[src/design/spq_pkg.sv]
package spq_pkg;

  localparam int DEPTH  = 16;
  localparam int PRIO_W = 8;
  localparam int PAY_W  = 16;
  localparam int CNT_W  = $clog2(DEPTH + 1);

  typedef enum logic [1:0] {
    MODE_QUERY = 2'd0,
    MODE_ENQ   = 2'd1,
    MODE_DEQ   = 2'd2,
    MODE_CLEAR = 2'd3
  } mode_t;

  typedef enum logic [1:0] {
    ST_OK    = 2'd0,
    ST_EMPTY = 2'd1,
    ST_FULL  = 2'd2
  } status_t;

  // broadcast to every cell for one beat
  typedef struct packed {
    logic              enq;
    logic              deq;
    logic [PRIO_W-1:0] prio;
    logic [PAY_W-1:0]  pay;
  } spq_cmd_t;

endpackage

[src/design/stable_priority_queue.sv]
// done is registered: a command's result beat is shown in the cycle after the command is accepted.
// Throughput: one command per cycle; busy is never raised, since every cell does its
//   compare-and-shift combinationally into its one register.
// Reset (rst, synchronous): empties the queue and drops any pending result; slot contents
//   are left as they are. The receiver cannot stall: each result beat is shown for one cycle.
module stable_priority_queue (
  input  logic                       clk,
  input  logic                       rst,
  input  logic                       start,
  output logic                       busy,
  input  logic [1:0]                 mode,
  input  logic [spq_pkg::PAY_W-1:0]  payload,
  input  logic [spq_pkg::PRIO_W-1:0] priority_req,
  input  logic [spq_pkg::PRIO_W-1:0] query_priority,
  output logic                       done,
  output logic [1:0]                 status,
  output logic                       out_valid,
  output logic [spq_pkg::PAY_W-1:0]  out_payload,
  output logic                       head_valid,
  output logic [spq_pkg::PRIO_W-1:0] head_priority,
  output logic [spq_pkg::PAY_W-1:0]  head_payload,
  output logic                       head_match,
  output logic [spq_pkg::CNT_W-1:0]  entry_count
);
  import spq_pkg::*;

  // Row of cells, cell 0 is the head. Entries stay sorted by priority;
  // on enqueue each cell either holds, takes the new entry, or takes its
  // left neighbor's entry. On dequeue every cell but the tail takes its right neighbor.

  logic                 accept;
  logic                 full;
  logic                 empty;
  spq_cmd_t             cmd;
  logic [CNT_W-1:0]     count;
  logic [CNT_W-1:0]     count_next;
  status_t              status_next;

  logic [DEPTH-1:0]     occ;
  logic [DEPTH-1:0]     keep;
  logic [PRIO_W-1:0]    cell_prio      [DEPTH];
  logic [PAY_W-1:0]     cell_pay       [DEPTH];
  logic [PRIO_W-1:0]    cell_prio_next [DEPTH];

  assign busy   = 1'b0;
  assign accept = start && !busy;
  assign full   = (count == CNT_W'(DEPTH));
  assign empty  = (count == '0);

  // per-beat command; rejected enqueue/dequeue leave the cells alone
  always_comb begin
    cmd.enq     = 1'b0;
    cmd.deq     = 1'b0;
    cmd.prio    = priority_req;
    cmd.pay     = payload;
    count_next  = count;
    status_next = ST_OK;
    case (mode)
      MODE_ENQ: begin
        if (full) begin
          status_next = ST_FULL;
        end else begin
          cmd.enq    = accept;
          count_next = count + CNT_W'(1);
        end
      end
      MODE_DEQ: begin
        if (empty) begin
          status_next = ST_EMPTY;
        end else begin
          cmd.deq    = accept;
          count_next = count - CNT_W'(1);
        end
      end
      MODE_CLEAR: count_next = '0;
      default:    count_next = count;
    endcase
  end

  genvar gi;
  generate
    for (gi = 0; gi < DEPTH; gi++) begin : g_cell
      assign occ[gi] = (CNT_W'(gi) < count);
      if (gi == 0) begin : g_head
        spq_cell u_cell (
          .clk        (clk),
          .cmd        (cmd),
          .occ        (occ[gi]),
          .left_keep  (1'b1),
          .left_prio  (cell_prio[gi]),
          .left_pay   (cell_pay[gi]),
          .right_prio (cell_prio[gi+1]),
          .right_pay  (cell_pay[gi+1]),
          .keep       (keep[gi]),
          .prio       (cell_prio[gi]),
          .pay        (cell_pay[gi]),
          .prio_next  (cell_prio_next[gi])
        );
      end else if (gi == DEPTH - 1) begin : g_tail
        // tail takes its own value on dequeue: that slot falls out of range anyway
        spq_cell u_cell (
          .clk        (clk),
          .cmd        (cmd),
          .occ        (occ[gi]),
          .left_keep  (keep[gi-1]),
          .left_prio  (cell_prio[gi-1]),
          .left_pay   (cell_pay[gi-1]),
          .right_prio (cell_prio[gi]),
          .right_pay  (cell_pay[gi]),
          .keep       (keep[gi]),
          .prio       (cell_prio[gi]),
          .pay        (cell_pay[gi]),
          .prio_next  (cell_prio_next[gi])
        );
      end else begin : g_mid
        spq_cell u_cell (
          .clk        (clk),
          .cmd        (cmd),
          .occ        (occ[gi]),
          .left_keep  (keep[gi-1]),
          .left_prio  (cell_prio[gi-1]),
          .left_pay   (cell_pay[gi-1]),
          .right_prio (cell_prio[gi+1]),
          .right_pay  (cell_pay[gi+1]),
          .keep       (keep[gi]),
          .prio       (cell_prio[gi]),
          .pay        (cell_pay[gi]),
          .prio_next  (cell_prio_next[gi])
        );
      end
    end
  endgenerate

  // result beat registers; head fields come straight off cell 0
  always_ff @(posedge clk) begin
    if (rst) begin
      done  <= 1'b0;
      count <= '0;
    end else begin
      done <= accept;
      if (accept) begin
        count <= count_next;
      end
    end
    if (accept) begin
      status      <= status_next;
      out_valid   <= cmd.deq;
      out_payload <= cmd.deq ? cell_pay[0] : '0;
      head_match  <= (count_next != '0) && (cell_prio_next[0] == query_priority);
    end
  end

  assign entry_count   = count;
  assign head_valid    = (count != '0);
  assign head_priority = head_valid ? cell_prio[0] : '0;
  assign head_payload  = head_valid ? cell_pay[0] : '0;

`ifndef SYNTHESIS
  a_count_range: assert property (@(posedge clk) disable iff (rst)
    count <= CNT_W'(DEPTH))
    else $error("entry count beyond depth");
  a_deq_ok: assert property (@(posedge clk) disable iff (rst)
    done && out_valid |-> status == ST_OK)
    else $error("dequeue beat with error status");
  a_full_count: assert property (@(posedge clk) disable iff (rst)
    done && status == ST_FULL |-> count == CNT_W'(DEPTH))
    else $error("full flagged below depth");
  a_empty_count: assert property (@(posedge clk) disable iff (rst)
    done && status == ST_EMPTY |-> count == '0)
    else $error("empty flagged with entries held");
  a_deq_shrinks: assert property (@(posedge clk) disable iff (rst)
    accept && cmd.deq |=> count == $past(count) - CNT_W'(1))
    else $error("dequeue did not shrink count");
`endif

endmodule

[src/design/spq_cell.sv]
module spq_cell (
  input  logic                     clk,
  input  spq_pkg::spq_cmd_t        cmd,
  input  logic                     occ,
  input  logic                     left_keep,
  input  logic [spq_pkg::PRIO_W-1:0] left_prio,
  input  logic [spq_pkg::PAY_W-1:0]  left_pay,
  input  logic [spq_pkg::PRIO_W-1:0] right_prio,
  input  logic [spq_pkg::PAY_W-1:0]  right_pay,
  output logic                     keep,
  output logic [spq_pkg::PRIO_W-1:0] prio,
  output logic [spq_pkg::PAY_W-1:0]  pay,
  output logic [spq_pkg::PRIO_W-1:0] prio_next
);
  import spq_pkg::*;

  logic [PAY_W-1:0] pay_next;

  // occupied and at least as urgent as the new entry (priority value not above it): stays put on enqueue
  assign keep = occ && (prio <= cmd.prio);

  always_comb begin
    prio_next = prio;
    pay_next  = pay;
    if (cmd.enq && !keep) begin
      if (left_keep) begin
        prio_next = cmd.prio;
        pay_next  = cmd.pay;
      end else begin
        prio_next = left_prio;
        pay_next  = left_pay;
      end
    end else if (cmd.deq) begin
      prio_next = right_prio;
      pay_next  = right_pay;
    end
  end

  always_ff @(posedge clk) begin
    prio <= prio_next;
    pay  <= pay_next;
  end

endmodule
[config.mk]
export PLATFORM = sky130hd
export DESIGN_NAME = stable_priority_queue
export DESIGN_NICKNAME = d
export VERILOG_FILES = /design/src/design/spq_pkg.sv /design/src/design/stable_priority_queue.sv /design/src/design/spq_cell.sv
export SDC_FILE = /design/constraint.sdc
export NUM_CORES = 1
export LEC_CHECK = 0
export ABC_CLOCK_PERIOD_IN_PS = 4450
export BUFFER_PORTS_ARGS = -buffer_cell sky130_fd_sc_hd__buf_2
export CAP_MARGIN = 15
export CORE_MARGIN = 5
export CORE_UTILIZATION = 47
export DETAILED_ROUTE_END_ITERATION = 12
export PLACE_DENSITY_LB_ADDON = 0.15
export SETUP_SLACK_MARGIN = 0.5
export SLEW_MARGIN = 20
export SYNTH_ARGS = -nofsm -noshare
export SYNTH_HDL_FRONTEND = slang
export SYNTH_SLANG_ARGS = --single-unit
[constraint.sdc]
create_clock -name clk -period 4.45 [get_ports clk]
set_input_delay 0.445 -clock clk [delete_from_list [all_inputs] [get_ports clk]]
set_output_delay 0.445 -clock clk [all_outputs]
set_load 0.05 [all_outputs]
# Word-level counts from Yosys, hierarchy flattened
# Index checks and enable logic that the tools add are counted.
# classes
add_sub_neg	2
order_cmp	32
eq_ne	5
n_mux	102
reduce_logical	67
# ops
operator	count
two-way mux 16 bit	46
two-way mux 8 bit	46
less-or-equal comparator 8 bit	16
< comparator 4 x 5 -> 1 bit, first input constant	8
logical AND 1 bit	33
nonzero test 2 bit	15
< comparator 3 x 5 -> 1 bit, first input constant	4
zero test 1 bit	16
case mux 5 bit (3 select lines)	1
< comparator 1 x 5 -> 1 bit, first input constant	2
< comparator 2 x 5 -> 1 bit, first input constant	2
two-way mux 5 bit	2
nonzero test 5 bit	2
equality test 8 bit	1
adder 5 x 1 -> 5 bit, second input constant	1
equality test 5 bit, second input constant	1
zero test 5 bit	1
two-way mux 1 bit	5
subtractor 5 x 1 -> 5 bit, second input constant	1
equality test 2 bit, second input constant	2
case mux 2 bit (2 select lines)	1
equality test 2 x 1 -> 1 bit, second input constant	1
two-way mux 2 bit	1
# totals
reg_bits	410
input_bits	37
output_inout_bits	52
elab_cells	246

# Longest topological paths before layout
# logic_depth
word_depth	7
ltp_mapped	12
depth_no_buf	11

# Modules after synthesis
# Synthesis repeated with hierarchy kept, for this count alone.
# hier_totals
cells_unflattened	2144
area_unflattened_um2	27173.6
# modules_own_cells
mod	n_inst	cells_per_inst	area_each_um2	seq_area_each_um2
spq_cell	16	122	1587.8	640.6
stable_priority_queue	1	192	1769.2	720.7

# Worst setup path before layout
# Ideal clock, no wire load.
# synth_path
path_type	input to register
start	input priority_req[1] in the netlist's numbering
end	register g_cell[2].g_mid.u_cell.pay[0] in the netlist's numbering, enable pin
setup_ns	0.438
t_arrival_ns	3.873
required_ns	4.012
slack_ns	0.139
cell_stages	11
path_buffers	2
cell_sequence	inv_1 > ha_1 > nor2b_1 > o21a_1 > o21a_1 > o21ai_0 > a31o_2 > and2_1 > buf_2 > buf_2 > o21ai_0
# synth_via
elab_chain_cells	5
# synth_rtl
item	line_no	rtl
start: declaration	stable_priority_queue.sv:13	input logic [spq_pkg::PRIO_W-1:0] priority_req,
less-or-equal comparator 8 bit	spq_cell.sv:20	assign keep = occ && (prio <= cmd.prio);
logical AND 1 bit	spq_cell.sv:20	
zero test 1 bit	spq_cell.sv:25	if (cmd.enq && !keep) begin
logical AND 1 bit	spq_cell.sv:25	
nonzero test 2 bit (no line)	n/a	
end signal: assignment	spq_cell.sv:41	pay <= pay_next;
end: declaration	spq_cell.sv:12	output logic [spq_pkg::PAY_W-1:0] pay,
# Every way passes these cells.
# A chain may end at the register's enable or synchronous reset.

# Worst setup path in the final report
# layout_path
start	register count[0], in the netlist entry_count[0]
end	register head_match (data pin)
# layout_via
elab_chain_cells	7
elab_cells_between_ends	20
cone_classes	add/sub (2); order compare (1); eq/ne (2); mux (9); reduce/logical (6)
# layout_rtl
item	line_no	rtl
start: declaration	stable_priority_queue.sv:35	logic [CNT_W-1:0] count;
start signal: assignment	stable_priority_queue.sv:142	count <= count_next;
< comparator 1 x 5 -> 1 bit (tied with other cells)	stable_priority_queue.sv:83	assign occ[gi] = (CNT_W'(gi) < count);
logical AND 1 bit (tied with other cells)	spq_cell.sv:20	
zero test 1 bit or two-way mux 1 bit (tied branches)	spq_cell.sv:25, stable_priority_queue.sv:58	
logical AND 1 bit or two-way mux 8 bit (tied branches)	spq_cell.sv:25, spq_cell.sv:33	
two-way mux 8 bit	spq_cell.sv:25	
equality test 8 bit	stable_priority_queue.sv:149	head_match <= (count_next != '0) && (cell_prio_next[0] == query_priority);
logical AND 1 bit (*)	stable_priority_queue.sv:149	
end signal: assignment	stable_priority_queue.sv:149	
end: declaration	stable_priority_queue.sv:22	output logic head_match,
# Mark *: on every way between the ends. The rest lies on a longest branch, timed or not.

==> metrics.yaml <==
seq_area_frac_synth: 0.505
drive_gt1_frac: 0.202
root_buffer: "clkbuf_16"
synth.distinct_cells: 53
pre_cts_slack_ps: 876
clock.fmax_mhz: 295
worstSetupPathType: "reg2reg"
sw_frac_of_total: 0.260
reg2reg_to: "head_match"
clk_pin_slew_worst_paths_ps: 60
cts_setup_buffers: 0
die_y_microns: 236
postRouteAntennaNets: 0
setup_slack_ps: 1060
gp_congestion: 0.871
cp.required_ps: 4870
p_clk_frac: 0.399
synth_largest_area_cell: "edfxtp_1"
worst-path-buf-inv: 2
place_hpwl_microns: 42800
dr_total_vias: 16300
placementRows: 83
setup_tns_ps: 0
cts_max_level: 2
synthCells: 2106
peakVddDrop_v: 0.000278
crit_path_end_kind: "flop"
worstReg2RegStart: "entry_count[0]"
fin_crit_sh: 0.762
r2r_cells: 11
wl_per_cell_microns: 20.1
clock_sinks: 410
place_area_sq_um: 25500
synth_top_area_share: 0.493
power_density_nw_per_um2: 361
rsz0062_at_grt: "false"
worstHoldPathCells: 2
cts_resized: 0
status: "finished clean"
yosys_warnings: 0
cp-startpoint: "entry_count[0]"
pin_count: 89
avgSynthCellArea_sq_um: 11.4
gr-total-overflow: 0
internal_power_mw: 7.21
remaining_drc_errors: 0
syn2layout_area_growth_pct: 12.0
mostFrequentLayoutCells: "396 x edfxtp_1, 275 x mux2i_1, 250 x o21ai_0, 245 x nand2_1, 184 x mux2_2"
critPathArrivalTime_ps: 3810
dr.pass1.iters: 5
finalMaxSlewViolations: 0
grt_max_degree: 49
clock_skew_ps: 12.7
routed_wirelength_microns: 58100
grt_first_pass_wirelength_microns: 93100
fp.dieArea_sq_um: 55900
mostFrequentLayoutCell: "edfxtp_1"
start_util: 0.472
seq_power_share: 0.471
min_to: "entry_count[2]"
tightest_slew_ps: 896
synth_nets: 2278
crit_slowest_cell: "nor2b_4"
setup_viol_count_final: 0
critical-path-max-stage-delay_ps: 540
hp-start: "rst"
cts_tree: "yes"
min_path_type: "in2reg"
p_leak_nw: 10.1
synth-seq-cells: 410
fp.coreArea_sq_um: 51100
num-nets-final: 2338
port_buffers: 87
clk_latency_ps: 600
cp_max_fo: 28
dieWidth_microns: 236
drv_cap: 0
switching_power_mw: 2.54
cts_buffers: 47
crit_chain: "inv_1, ha_1, nor4b_4, buf_4, nor2b_4, nand2_4, mux2_2, mux2i_1, xor2_1, nand3_1, nor4_2"
grt_use_total: 0.202
yosys-top-cells-area: "edfxtp_1 49%, mux2i_1 11%, mux2_2 8.6%"
max_slew_margin: 0.403
fin_area_sq_um: 27000
hold_viol_final: 0
synth_ff_type: "edfxtp_1"
drtIter0Drc: 986
cts_buffer_depth: 3
synth_edf_count: 396
first_global_vias: 17300
async_flop_share: 0
power_frac_comb: 0.130
power_mw: 9.75
period_needed_ps: 3390
hold_buffers: 0
antenna_found_initial: 4
crit_path_start_kind: "flop"
vias_per_cell: 5.66
synth_area_sq_um: 24100
cp_top_family: "simple AND/OR/NAND/NOR gates"
regToRegSetupSlack_ps: 1060
sequential cells by signal, summed over array words and instances, names as in the netlist:
signal / cells
g_cell.g_tail.u_cell.prio: 8
g_cell.g_tail.u_cell.pay: 16
out_payload: 16
head_match: 1
out_valid: 1
g_cell.g_head.u_cell.prio: 8
g_cell.g_mid.u_cell.prio: 112
g_cell.g_head.u_cell.pay: 16
entry_count: 5
status: 2
done: 1
g_cell.g_mid.u_cell.pay: 224
Yosys cell counts (all sizes together), types with 7 or more instances:
cell type,number
buf,57
nand4,23
mux2i,276
nand3,13
and3,27
o21ai,267
a21o,7
o21a,24
edfxtp,396
nand2,246
ha,135
dfxtp,14
clkbuf,88
a21oi,100
nor2b,45
nand2b,11
nor2,88
mux2,185
inv,51
xor2,8
routing by layer:
metal	share of wire	global-route usage	vias to the layer above
met1	0.46	0.273	8102
met4	0.020	0.0509	4
met2	0.49	0.347	252
met3	0.033	0.0267	85
met5	0.00046	0	-
li1	-	-	7899
power by group through the flow:
stage	sequential [mW]	clock [mW]	combinational, mW
after detailed placement	4.68	0	1.27
after global placement	4.68	0	1.23
final	4.59	3.89	1.27
after floorplan	4.65	0	0.884
after global routing	4.61	4.15	1.40
after CTS	4.60	4.00	1.27
cell type report:
type / count / area, sq um
fill: 4541 / 24100
sequential: 410 / 12200
multi-input combinational: 1500 / 11200
clock buffer: 61 / 1280
timing repair buffer: 156 / 991
tap: 680 / 851
clock inverter: 26 / 251
inverter: 51 / 191
antenna: 2 / 5.00
through the flow:
step / utilization / cells / hold slack, ps
2_1_floorplan: - / 2106 / 514
3_3_place_gp: 0.498 / 2797 / 527
3_5_place_dp: 0.498 / 2797 / 540
4_1_cts: 0.528 / 2884 / 65.5
5_1_grt: 0.528 / 2884 / 96.3
6_report: 0.528 / 2886 / 110
cell families (layout without fill, tap and decap cells):
family | after synthesis | after routing | synth area share
adders and majority gates | 135 | 135 | 0.0701
other | 1 | 3 | 0.000156
muxes | 461 | 461 | 0.202
and+or+nand+nor | 476 | 476 | 0.0911
buffers and inverters | 196 | 294 | 0.0348
DFF | 410 | 410 | 0.505
xor gates and xnor gates | 8 | 8 | 0.00291
AOI/OAI and AO/OA | 419 | 419 | 0.0941
how the worst max path moves through the flow:
stage	endpoint	slack, ps	cells after the start
after floorplan	g_cell[2].g_mid.u_cell.pay[0]	790	11
after global placement	g_cell[4].g_mid.u_cell.pay[7]	910	13
after detailed placement	g_cell[4].g_mid.u_cell.pay[15]	880	11
after CTS	head_match	1050	11
after global routing	head_match	830	11
final	head_match	1060	11
(Power assumes the default switching activity.)
